--- config.mk ---
export PLATFORM = sky130hd
export DESIGN_NAME = utf8_to_escaped_cp1252_encoder_unit
export DESIGN_NICKNAME = d
export VERILOG_FILES = /design/src/hdl/u2c_pkg.sv /design/src/hdl/u2c_front.sv /design/src/hdl/u2c_fifo.sv /design/src/hdl/u2c_back.sv /design/src/hdl/utf8_to_escaped_cp1252_encoder_unit.sv
export SDC_FILE = /design/constraint.sdc
export NUM_CORES = 1
export LEC_CHECK = 0
export BUFFER_PORTS_ARGS = -buffer_cell sky130_fd_sc_hd__buf_2
export CORE_ASPECT_RATIO = 1.4
export CORE_UTILIZATION = 52
export CTS_CLUSTER_DIAMETER = 200
export DETAILED_ROUTE_END_ITERATION = 10
export HOLD_SLACK_MARGIN = 0.15
export PLACE_DENSITY = 0.74
export SLEW_MARGIN = 20
export SYNTH_ARGS = -nofsm -noshare
export SYNTH_HDL_FRONTEND = slang
export SYNTH_SLANG_ARGS = --single-unit
--- constraint.sdc ---
create_clock -name clk -period 7.47 [get_ports clk]
set_input_delay 1.1205 -clock clk [delete_from_list [all_inputs] [get_ports clk]]
set_output_delay 1.1205 -clock clk [all_outputs]
set_load 0.01 [all_outputs]
--- src/hdl/u2c_pkg.sv ---
// Shared types, constants and code tables for the UTF-8 to escaped CP1252 encoder.
`timescale 1ns / 1ps
package u2c_pkg;

  localparam int FIFO_DEPTH_DEF = 4;

  localparam logic [7:0]  ESC_BASE_RST  = 8'd16;
  localparam logic [15:0] OUT_LIMIT_RST = 16'h8000;

  localparam logic [7:0]  QMARK     = 8'h3F;
  localparam logic [7:0]  TERM_BYTE = 8'h00;

  localparam logic [15:0] PUA_LO     = 16'h0100;
  localparam logic [15:0] PUA_HI     = 16'h0A00;
  localparam logic [15:0] PUA_OFFSET = 16'hE000;
  localparam logic [7:0]  LOW_ADJ    = 8'd14;
  localparam logic [7:0]  HIGH_ADJ   = 8'd9;

  localparam int CFG_IDX_W = 1;
  localparam int CFG_DAT_W = 16;

  typedef enum logic [CFG_IDX_W-1:0] {
    REG_ESCAPE_BASE = 1'b0,
    REG_OUT_LIMIT   = 1'b1
  } cfg_reg_t;

  // One queued unit: up to four body bytes (fourth and later read as '?') plus terminator.
  typedef struct packed {
    logic [2:0] cnt;
    logic       term;
    logic [7:0] b0;
    logic [7:0] b1;
    logic [7:0] b2;
  } u2c_desc_t;

  function automatic logic is_esc(input logic [7:0] b);
    logic hit;
    case (b)
      8'hA4, 8'hA3, 8'hA7, 8'h24, 8'h5B, 8'h00, 8'h5C, 8'h20, 8'h0D, 8'h0A,
      8'h22, 8'h7B, 8'h7D, 8'h40, 8'h80, 8'h7E, 8'h2F, 8'h5F, 8'hBD, 8'h3B,
      8'h5D, 8'h3D, 8'h23, 8'h3F, 8'h3A, 8'h3C, 8'h3E, 8'h2A, 8'h7C: hit = 1'b1;
      default: hit = 1'b0;
    endcase
    return hit;
  endfunction

  // {hit, cp1252 byte} for the Windows-1252 specials in the 0x80..0x9F range
  function automatic logic [8:0] special_map(input logic [15:0] cp);
    logic [8:0] r;
    case (cp)
      16'h20AC: r = {1'b1, 8'h80};
      16'h201A: r = {1'b1, 8'h82};
      16'h0192: r = {1'b1, 8'h83};
      16'h201E: r = {1'b1, 8'h84};
      16'h2026: r = {1'b1, 8'h85};
      16'h2020: r = {1'b1, 8'h86};
      16'h2021: r = {1'b1, 8'h87};
      16'h02C6: r = {1'b1, 8'h88};
      16'h2030: r = {1'b1, 8'h89};
      16'h0160: r = {1'b1, 8'h8A};
      16'h2039: r = {1'b1, 8'h8B};
      16'h0152: r = {1'b1, 8'h8C};
      16'h017D: r = {1'b1, 8'h8E};
      16'h2018: r = {1'b1, 8'h91};
      16'h2019: r = {1'b1, 8'h92};
      16'h201C: r = {1'b1, 8'h93};
      16'h201D: r = {1'b1, 8'h94};
      16'h2022: r = {1'b1, 8'h95};
      16'h2013: r = {1'b1, 8'h96};
      16'h2014: r = {1'b1, 8'h97};
      16'h02DC: r = {1'b1, 8'h98};
      16'h2122: r = {1'b1, 8'h99};
      16'h0161: r = {1'b1, 8'h9A};
      16'h203A: r = {1'b1, 8'h9B};
      16'h0153: r = {1'b1, 8'h9C};
      16'h017E: r = {1'b1, 8'h9E};
      16'h0178: r = {1'b1, 8'h9F};
      default:  r = 9'h000;
    endcase
    return r;
  endfunction

endpackage

--- src/hdl/u2c_front.sv ---
// Front end: UTF-8 sequence assembly, code point encoding and output limit accounting.
`timescale 1ns / 1ps
module u2c_front import u2c_pkg::*; (
  input  logic       clk,
  input  logic       rst_n,
  input  logic       push,
  input  logic [7:0] in_byte,
  input  logic       in_is_last,
  input  logic [7:0] esc_base,
  input  logic [15:0] out_limit,
  input  logic       q_full,
  output logic       q_push,
  output u2c_desc_t  q_desc
);

  logic [15:0] pc_r, pc_nxt;
  logic [1:0]  need_r, need_nxt;
  logic [1:0]  taken_r, taken_nxt;
  logic        four_r, four_nxt;
  logic [15:0] count_r, count_nxt;
  logic        stopped_r, stopped_nxt;

  logic        take;
  logic        cont;
  logic [15:0] pc_shift;
  logic [15:0] enc_cp;
  logic [15:0] v;
  logic [8:0]  spec;
  logic [7:0]  hi, lo;
  logic        eh, el;
  logic [2:0]  enc_k;
  logic [7:0]  enc_b0, enc_b1, enc_b2;
  logic [4:0]  fit;
  logic [2:0]  u_k;
  logic        u_each;
  logic [7:0]  u_b0, u_b1, u_b2;
  logic [2:0]  cnt;
  logic        term;

  assign take     = push && !q_full;
  assign cont     = (need_r != 2'd0);
  assign pc_shift = {pc_r[9:0], in_byte[5:0]};
  assign enc_cp   = cont ? pc_shift : {8'h00, in_byte};

  // encode one code point: plain byte, cp1252 special, or three-byte escape
  always_comb begin
    spec = special_map(enc_cp);
    v    = (enc_cp > PUA_LO && enc_cp < PUA_HI) ? enc_cp + PUA_OFFSET : enc_cp;
    hi   = v[15:8];
    lo   = v[7:0];
    eh   = is_esc(hi);
    el   = is_esc(lo);
    if (enc_cp[15:8] == 8'h00) begin
      enc_k  = 3'd1;
      enc_b0 = enc_cp[7:0];
      enc_b1 = QMARK;
      enc_b2 = QMARK;
    end else if (spec[8]) begin
      enc_k  = 3'd1;
      enc_b0 = spec[7:0];
      enc_b1 = QMARK;
      enc_b2 = QMARK;
    end else begin
      enc_k  = 3'd3;
      enc_b0 = esc_base + {6'd0, eh, el};
      enc_b1 = el ? lo + LOW_ADJ : lo;
      enc_b2 = eh ? hi - HIGH_ADJ : hi;
    end
  end

  // room for k more bytes, k = 0..4
  always_comb begin
    fit[0] = 1'b1;
    for (int i = 1; i < 5; i++) begin
      fit[i] = !stopped_r && (({1'b0, count_r} + 17'(i)) < {1'b0, out_limit});
    end
  end

  always_comb begin
    pc_nxt      = pc_r;
    need_nxt    = need_r;
    taken_nxt   = taken_r;
    four_nxt    = four_r;
    count_nxt   = count_r;
    stopped_nxt = stopped_r;
    u_k         = 3'd0;
    u_each      = 1'b0;
    u_b0        = QMARK;
    u_b1        = QMARK;
    u_b2        = QMARK;
    cnt         = 3'd0;
    term        = 1'b0;

    if (take) begin
      if (cont) begin
        pc_nxt    = pc_shift;
        taken_nxt = taken_r + 2'd1;
        need_nxt  = need_r - 2'd1;
        if (need_r == 2'd1) begin
          if (four_r) begin
            u_k = 3'd4;
          end else begin
            u_k  = enc_k;
            u_b0 = enc_b0;
            u_b1 = enc_b1;
            u_b2 = enc_b2;
          end
          pc_nxt    = '0;
          taken_nxt = '0;
          four_nxt  = 1'b0;
        end else if (in_is_last) begin
          // cut short: one '?' per byte taken, each checked on its own
          u_k       = {1'b0, taken_r + 2'd1};
          u_each    = 1'b1;
          pc_nxt    = '0;
          need_nxt  = '0;
          taken_nxt = '0;
          four_nxt  = 1'b0;
        end
      end else if (!in_byte[7]) begin
        u_k  = enc_k;
        u_b0 = enc_b0;
        u_b1 = enc_b1;
        u_b2 = enc_b2;
      end else if (in_byte[7:6] == 2'b11) begin
        if (in_is_last) begin
          u_k = 3'd1;
        end else begin
          taken_nxt = 2'd1;
          if (!in_byte[5]) begin
            pc_nxt   = {11'd0, in_byte[4:0]};
            need_nxt = 2'd1;
          end else if (!in_byte[4]) begin
            pc_nxt   = {12'd0, in_byte[3:0]};
            need_nxt = 2'd2;
          end else begin
            pc_nxt   = '0;
            need_nxt = 2'd3;
            four_nxt = 1'b1;
          end
        end
      end else begin
        u_k = 3'd1;
      end

      if (u_each) begin
        if (u_k >= 3'd3 && fit[3])      cnt = 3'd3;
        else if (u_k >= 3'd2 && fit[2]) cnt = 3'd2;
        else if (u_k >= 3'd1 && fit[1]) cnt = 3'd1;
        else                            cnt = 3'd0;
        if (cnt != u_k) stopped_nxt = 1'b1;
      end else if (u_k != 3'd0) begin
        if (fit[u_k]) cnt = u_k;
        else          stopped_nxt = 1'b1;
      end
      count_nxt = count_r + {13'd0, cnt};

      if (in_is_last) begin
        term        = 1'b1;
        count_nxt   = '0;
        stopped_nxt = 1'b0;
        pc_nxt      = '0;
        need_nxt    = '0;
        taken_nxt   = '0;
        four_nxt    = 1'b0;
      end
    end
  end

  assign q_push      = take && (cnt != 3'd0 || term);
  assign q_desc.cnt  = cnt;
  assign q_desc.term = term;
  assign q_desc.b0   = u_b0;
  assign q_desc.b1   = u_b1;
  assign q_desc.b2   = u_b2;

  always_ff @(posedge clk) begin
    if (!rst_n) begin
      pc_r      <= '0;
      need_r    <= '0;
      taken_r   <= '0;
      four_r    <= 1'b0;
      count_r   <= '0;
      stopped_r <= 1'b0;
    end else begin
      pc_r      <= pc_nxt;
      need_r    <= need_nxt;
      taken_r   <= taken_nxt;
      four_r    <= four_nxt;
      count_r   <= count_nxt;
      stopped_r <= stopped_nxt;
    end
  end

  a_four_open: assert property (@(posedge clk) disable iff (!rst_n)
    four_r |-> need_r != 2'd0)
    else $error("four-byte flag set with no sequence open");

  a_string_clear: assert property (@(posedge clk) disable iff (!rst_n)
    take && in_is_last |=> count_r == '0 && !stopped_r && need_r == '0)
    else $error("string state not cleared after last byte");

endmodule

--- src/hdl/u2c_fifo.sv ---
// Small register queue of unit descriptors between front and back end.
`timescale 1ns / 1ps
module u2c_fifo import u2c_pkg::*; #(
  parameter int DEPTH = FIFO_DEPTH_DEF
) (
  input  logic      clk,
  input  logic      rst_n,
  input  logic      push,
  input  u2c_desc_t din,
  output logic      full,
  input  logic      pop,
  output u2c_desc_t dout,
  output logic      empty
);

  localparam int PTR_W = (DEPTH > 1) ? $clog2(DEPTH) : 1;
  localparam int CNT_W = $clog2(DEPTH + 1);

  u2c_desc_t        mem_r [DEPTH];
  logic [PTR_W-1:0] wr_ptr_r, wr_ptr_nxt;
  logic [PTR_W-1:0] rd_ptr_r, rd_ptr_nxt;
  logic [CNT_W-1:0] count_r, count_nxt;
  logic             do_push, do_pop;

  assign full    = (count_r == CNT_W'(DEPTH));
  assign empty   = (count_r == '0);
  assign do_push = push && !full;
  assign do_pop  = pop && !empty;
  assign dout    = mem_r[rd_ptr_r];

  always_comb begin
    wr_ptr_nxt = wr_ptr_r;
    rd_ptr_nxt = rd_ptr_r;
    count_nxt  = count_r;
    if (do_push) begin
      wr_ptr_nxt = (wr_ptr_r == PTR_W'(DEPTH - 1)) ? '0 : wr_ptr_r + 1'b1;
    end
    if (do_pop) begin
      rd_ptr_nxt = (rd_ptr_r == PTR_W'(DEPTH - 1)) ? '0 : rd_ptr_r + 1'b1;
    end
    if (do_push && !do_pop) count_nxt = count_r + 1'b1;
    else if (!do_push && do_pop) count_nxt = count_r - 1'b1;
  end

  always_ff @(posedge clk) begin
    if (do_push) mem_r[wr_ptr_r] <= din;
  end

  always_ff @(posedge clk) begin
    if (!rst_n) begin
      wr_ptr_r <= '0;
      rd_ptr_r <= '0;
      count_r  <= '0;
    end else begin
      wr_ptr_r <= wr_ptr_nxt;
      rd_ptr_r <= rd_ptr_nxt;
      count_r  <= count_nxt;
    end
  end

endmodule

--- src/hdl/u2c_back.sv ---
// Back end: expands queued units into single output beats through an output register.
`timescale 1ns / 1ps
module u2c_back import u2c_pkg::*; (
  input  logic       clk,
  input  logic       rst_n,
  input  u2c_desc_t  head,
  input  logic       q_empty,
  output logic       q_pop,
  output logic       empty,
  input  logic       pop,
  output logic [7:0] out_byte,
  output logic       out_run_end,
  output logic       out_string_end
);

  logic       valid_r, valid_nxt;
  logic [2:0] idx_r, idx_nxt;
  logic [7:0] byte_r;
  logic       run_end_r, str_end_r;

  logic [2:0] total;
  logic       load;
  logic       last_beat;
  logic [7:0] cur_byte;

  assign total     = head.cnt + {2'd0, head.term};
  assign load      = (!valid_r || pop) && !q_empty;
  assign last_beat = (idx_r == total - 3'd1);
  assign q_pop     = load && last_beat;

  always_comb begin
    if (idx_r >= head.cnt) begin
      cur_byte = TERM_BYTE;
    end else begin
      case (idx_r)
        3'd0:    cur_byte = head.b0;
        3'd1:    cur_byte = head.b1;
        3'd2:    cur_byte = head.b2;
        default: cur_byte = QMARK;
      endcase
    end
  end

  always_comb begin
    valid_nxt = valid_r;
    idx_nxt   = idx_r;
    if (!valid_r || pop) valid_nxt = !q_empty;
    if (load) idx_nxt = last_beat ? 3'd0 : idx_r + 3'd1;
  end

  always_ff @(posedge clk) begin
    if (!rst_n) begin
      valid_r <= 1'b0;
      idx_r   <= '0;
    end else begin
      valid_r <= valid_nxt;
      idx_r   <= idx_nxt;
    end
  end

  always_ff @(posedge clk) begin
    if (load) begin
      byte_r    <= cur_byte;
      run_end_r <= last_beat;
      str_end_r <= head.term && (idx_r == head.cnt);
    end
  end

  assign empty          = !valid_r;
  assign out_byte       = byte_r;
  assign out_run_end    = run_end_r;
  assign out_string_end = str_end_r;

  a_term_closes_run: assert property (@(posedge clk) disable iff (!rst_n)
    valid_r && str_end_r |-> run_end_r)
    else $error("terminator beat not marked as end of run");

  a_idx_in_unit: assert property (@(posedge clk) disable iff (!rst_n)
    !q_empty |-> idx_r < total)
    else $error("beat index beyond current unit");

  a_idx_rewind: assert property (@(posedge clk) disable iff (!rst_n)
    q_pop |=> idx_r == 3'd0)
    else $error("beat index not rewound after unit");

endmodule

--- src/hdl/utf8_to_escaped_cp1252_encoder_unit.sv ---
// Top level of the UTF-8 to escaped Windows-1252 encoder.
//
//  channel   ports                                        handshake
//  -------   -------------------------------------------  ---------------------------
//  input     in_byte[7:0], in_is_last                     push & !full
//  result    out_byte[7:0], out_run_end, out_string_end   pop & !empty
//  config    cfg_index, cfg_wdata[15:0]                   cfg_wr_en (0 escape_base, 1 out_limit)
//
// One input byte is taken per cycle while the queue is not full; its results are queued
// as a single unit. The back end emits one result beat per cycle while pop is high, and a
// byte with n results holds the output for n beats; the descriptor queue (FIFO_DEPTH units)
// absorbs bursts. The first result passes the queue and then the output register.
// Reset (rst_n low, synchronous) empties the queue and string state, escape_base=16,
// out_limit=32768.
`timescale 1ns / 1ps
module utf8_to_escaped_cp1252_encoder_unit import u2c_pkg::*; #(
  parameter int FIFO_DEPTH = FIFO_DEPTH_DEF
) (
  input  logic                 clk,
  input  logic                 rst_n,
  input  logic                 push,
  output logic                 full,
  input  logic [7:0]           in_byte,
  input  logic                 in_is_last,
  output logic                 empty,
  input  logic                 pop,
  output logic [7:0]           out_byte,
  output logic                 out_run_end,
  output logic                 out_string_end,
  input  logic                 cfg_wr_en,
  input  logic [CFG_IDX_W-1:0] cfg_index,
  input  logic [CFG_DAT_W-1:0] cfg_wdata
);

  logic [7:0]  esc_base_r;
  logic [15:0] out_limit_r;

  logic        q_push, q_pop, q_full, q_empty;
  u2c_desc_t   q_din, q_dout;

  always_ff @(posedge clk) begin
    if (!rst_n) begin
      esc_base_r  <= ESC_BASE_RST;
      out_limit_r <= OUT_LIMIT_RST;
    end else if (cfg_wr_en) begin
      case (cfg_reg_t'(cfg_index))
        REG_ESCAPE_BASE: esc_base_r  <= cfg_wdata[7:0];
        REG_OUT_LIMIT:   out_limit_r <= cfg_wdata[15:0];
        default: ;
      endcase
    end
  end

  assign full = q_full;

  u2c_front u_front (
    .clk        (clk),
    .rst_n      (rst_n),
    .push       (push),
    .in_byte    (in_byte),
    .in_is_last (in_is_last),
    .esc_base   (esc_base_r),
    .out_limit  (out_limit_r),
    .q_full     (q_full),
    .q_push     (q_push),
    .q_desc     (q_din)
  );

  u2c_fifo #(
    .DEPTH (FIFO_DEPTH)
  ) u_fifo (
    .clk   (clk),
    .rst_n (rst_n),
    .push  (q_push),
    .din   (q_din),
    .full  (q_full),
    .pop   (q_pop),
    .dout  (q_dout),
    .empty (q_empty)
  );

  u2c_back u_back (
    .clk            (clk),
    .rst_n          (rst_n),
    .head           (q_dout),
    .q_empty        (q_empty),
    .q_pop          (q_pop),
    .empty          (empty),
    .pop            (pop),
    .out_byte       (out_byte),
    .out_run_end    (out_run_end),
    .out_string_end (out_string_end)
  );

endmodule

==> flow_summary.json <==
{
  "status": "finished, final reports clean",
  "hpwl_um": 22400,
  "fin_util_pct": 57.3,
  "dieWidth_um": 133,
  "drtPass1Iterations": 5,
  "postCtsHoldBufs": 0,
  "cts.sinks": 191,
  "path_class": "reg2reg",
  "crit_buf_inv": 1,
  "syn_nets": 1380,
  "final_cell_mix": "nand2_1, edfxtp_1, ha_1",
  "cts_made_buffers": 17,
  "crit_path_max_incr_delay_ps": 610,
  "worst_setup_path_start_kind": "register",
  "synth_edf_count": 122,
  "cp_max_fo": 10,
  "synth_area_um2": 12400,
  "endpoint": "u_front.count_r[14]$_SDFFE_PN0P_",
  "drt_wl_total_um": 30800,
  "arrival_ps": 6120,
  "slowest_stage": "dfxtp_1",
  "critPathTopFamily": "simple AND/OR/NAND/NOR gates",
  "yosysTopAreaCell": "edfxtp_1",
  "postSynthCellCount": 1255,
  "ir_drop_uv": 150,
  "clock_latency_ps": 450,
  "ys_warn_count": 0,
  "clkTransAtPathRegs_ps": 70,
  "maxCapViolations": 0,
  "min_delay_path_depth": 2,
  "area_growth_pct": 7.55,
  "seq_area_frac_synth_pct": 40.7,
  "hold_ws_ps": 468,
  "drcViolationCount": 0,
  "async_flop_share_pct": 0,
  "pwr-share-comb_pct": 27.8,
  "io_pins": 43,
  "grt_pass1_wl_um": 49700,
  "start_util_pct": 53.2,
  "leakagePower_nw": 4.87,
  "htree_levels": 4,
  "clock_skew_ps": 17.9,
  "power.density_nw_per_um2": 233,
  "grt_pass1_vias": 9322,
  "cpMostUsedCell": "ha_1",
  "required_ps": 7810,
  "synth.distinct_cells": 91,
  "crit_cells": 22,
  "seqPwrFrac_pct": 43.3,
  "crit_start": "u_front.count_r[3]$_SDFFE_PN0P_",
  "period_share_pct": 77.4,
  "synth_area_leaders": "edfxtp_1, dfxtp_1, ha_1",
  "portBuffers": 42,
  "drt-wirelength-per-cell_um": 19.6,
  "post_cts_buffers": 0,
  "cts_tree": "built",
  "rsz0062_at_grt": "no",
  "via_count": 9626,
  "hold_viol_final": 0,
  "fmax_mhz": 173,
  "drt-initial-drc-count": 780,
  "final_layout_size_suffix_gt1_share_pct": 11.0,
  "dieArea_um2": 24500,
  "ff2ff_path_depth": 22,
  "ant_nets": 0,
  "cts_buffer_depth": 2,
  "final_common_cell": "nand2_1",
  "r2r_end": "u_front.count_r[14]$_SDFFE_PN0P_",
  "p_int_mw": 2.13,
  "finalSetupViolCount": 0,
  "relSlewSlack_pct": 33.8,
  "swShare_pct": 31.4,
  "grt-ovfl-total": 0,
  "crit_path_cell_trace": "ha_1 -> nand3_1 -> nor3_1 -> xor2_1 -> ha_1 -> and3_1 -> a221oi_1 -> nor2b_1 -> o31a_1 -> nor2_1 -> or2_2 -> o211ai_1 -> a21oi_1 -> ha_1 -> inv_1 -> fa_1 -> nor2b_1 -> o211ai_1 -> or3_1 -> nor3_1 -> xnor2_1 -> nor2_1",
  "core-area_um2": 23300,
  "end_kind": "register",
  "gp_congestion": 0.974,
  "p_switching_mw": 0.978,
  "synth.top_cell.area_share_pct": 29.5,
  "min_path_type": "reg2reg",
  "viasPerCell": 6.14,
  "r2r_start": "u_front.count_r[3]$_SDFFE_PN0P_",
  "cts_resized": 0,
  "tightest_slew_ps": 989,
  "grt_max_degree": 55,
  "antennaDiodeCount": 0,
  "clock-root-buffer": "clkbuf_16",
  "fin_setup_tns_ps": 0,
  "rows": 66,
  "synth-seq-cells": 191,
  "finalCriticalPeriod_ps": 5780,
  "clkPwrFrac_pct": 28.9,
  "fp.dieH_um": 185,
  "p_total_mw": 3.11,
  "grt_antenna_before_repair": 0,
  "slew_viol_final": 0,
  "synth_ff_type": "edfxtp_1",
  "nFillCells": 2066,
  "globalRouteTotalUtil_pct": 26.2,
  "rrSetupSlack_ps": 1690,
  "nets": 1376,
  "avgSynthCellArea_um2": 9.88
}
==> final cells by class <==
cell class	count	area [um2]	share of cell area, %
Multi-Input combinational cell	935	6850	51.3
Sequential cell	191	5050	37.8
Tap cell	306	383	2.87
Clock buffer	18	429	3.22
Inverter	52	195	1.46
Timing Repair Buffer	54	300	2.25
Clock inverter	12	136	1.02
==> synthesized netlist by cell type (19+ instances only) <==
library cell  count
xnor2_1          37
xor2_1           45
a21boi_0         34
nand2_1         148
clkbuf_1         43
nor2_1           81
nor2b_1          30
nand3_1          40
o21ai_0          41
dfxtp_1          69
nor3_1           28
ha_1             91
nand4_1          19
a21oi_1          54
edfxtp_1        122
inv_1            51
mux4_2           29
==> cells by family (layout without fill, tap and decap cells) <==
| kind of cell | Yosys count | after routing | synth area share, % |
|---|---|---|---|
| compound gates | 280 | 280 | 16.0 |
| mux | 38 | 38 | 6.00 |
| simple gates | 441 | 441 | 17.8 |
| fa+ha+maj | 94 | 94 | 9.67 |
| buf+inv | 129 | 136 | 4.11 |
| flops | 191 | 191 | 40.7 |
| xor+xnor | 82 | 82 | 5.79 |
==> worst min-delay path by stage <==
stage                                      start                            to  slack, ps
finish              out_limit_r[14]$_SDFFE_PN0P_  out_limit_r[14]$_SDFFE_PN0P_        470
global route        out_limit_r[14]$_SDFFE_PN0P_  out_limit_r[14]$_SDFFE_PN0P_        500
CTS                 out_limit_r[14]$_SDFFE_PN0P_  out_limit_r[14]$_SDFFE_PN0P_        470
detailed placement  out_limit_r[14]$_SDFFE_PN0P_  out_limit_r[14]$_SDFFE_PN0P_        460
global placement     out_limit_r[7]$_SDFFE_PN0P_   out_limit_r[7]$_SDFFE_PN0P_        460
floorplan           out_limit_r[10]$_SDFFE_PN0P_  out_limit_r[10]$_SDFFE_PN0P_        440
==> metal layers <==
layer | vias to the layer above | part of all wire [%] | GRT usage [%]
met5 | - | 0 | 0
met4 | 0 | 4.0 | 13.3
met3 | 82 | 4.7 | 3.88
met2 | 331 | 51 | 47.2
met1 | 4608 | 40 | 30.0
li1 | 4605 | - | -
==> worst reg2reg max path, delay by kind of cell, from the launching register on <==
kind / cells / cell delay (ps)
adders and majority gates: 4 / 1250
buffers and inverters: 1 / 60
DFF: 1 / 610
and+or+nand+nor: 10 / 2400
AOI/OAI and AO/OA: 5 / 1010
xor gates and xnor gates: 2 / 340
==> through the flow <==
step                      instance area [um2]  std cells  setup WS, ps
final                                   13300       1568          1690
after floorplan                         12400       1255          2570
after global placement                  12800       1538          1950
after CTS                               13300       1568          1780
after detailed placement                12800       1538          1820
after global routing                    13300       1568          1250
==> flip-flops by register name, indices dropped and copies added, names as in the netlist, 3 cells and up, named ones only <==
register,cells
esc_base_r,8
u_front.count_r,16
u_fifo.count_r,3
u_front.pc_r,10
u_fifo.mem_r,112
u_back.idx_r,3
u_back.out_byte,8
out_limit_r,16
==> power groups by stage <==
stage	Clock [mW]	Combinational (mW)	Sequential, mW
6_report	0.899	0.865	1.35
5_1_grt	0.953	0.955	1.36
4_1_cts	0.911	0.872	1.35
3_5_place_dp	0	0.866	1.37
3_3_place_gp	0	0.854	1.36
2_1_floorplan	0	0.619	1.37
Power figures use the tool's default switching activity.
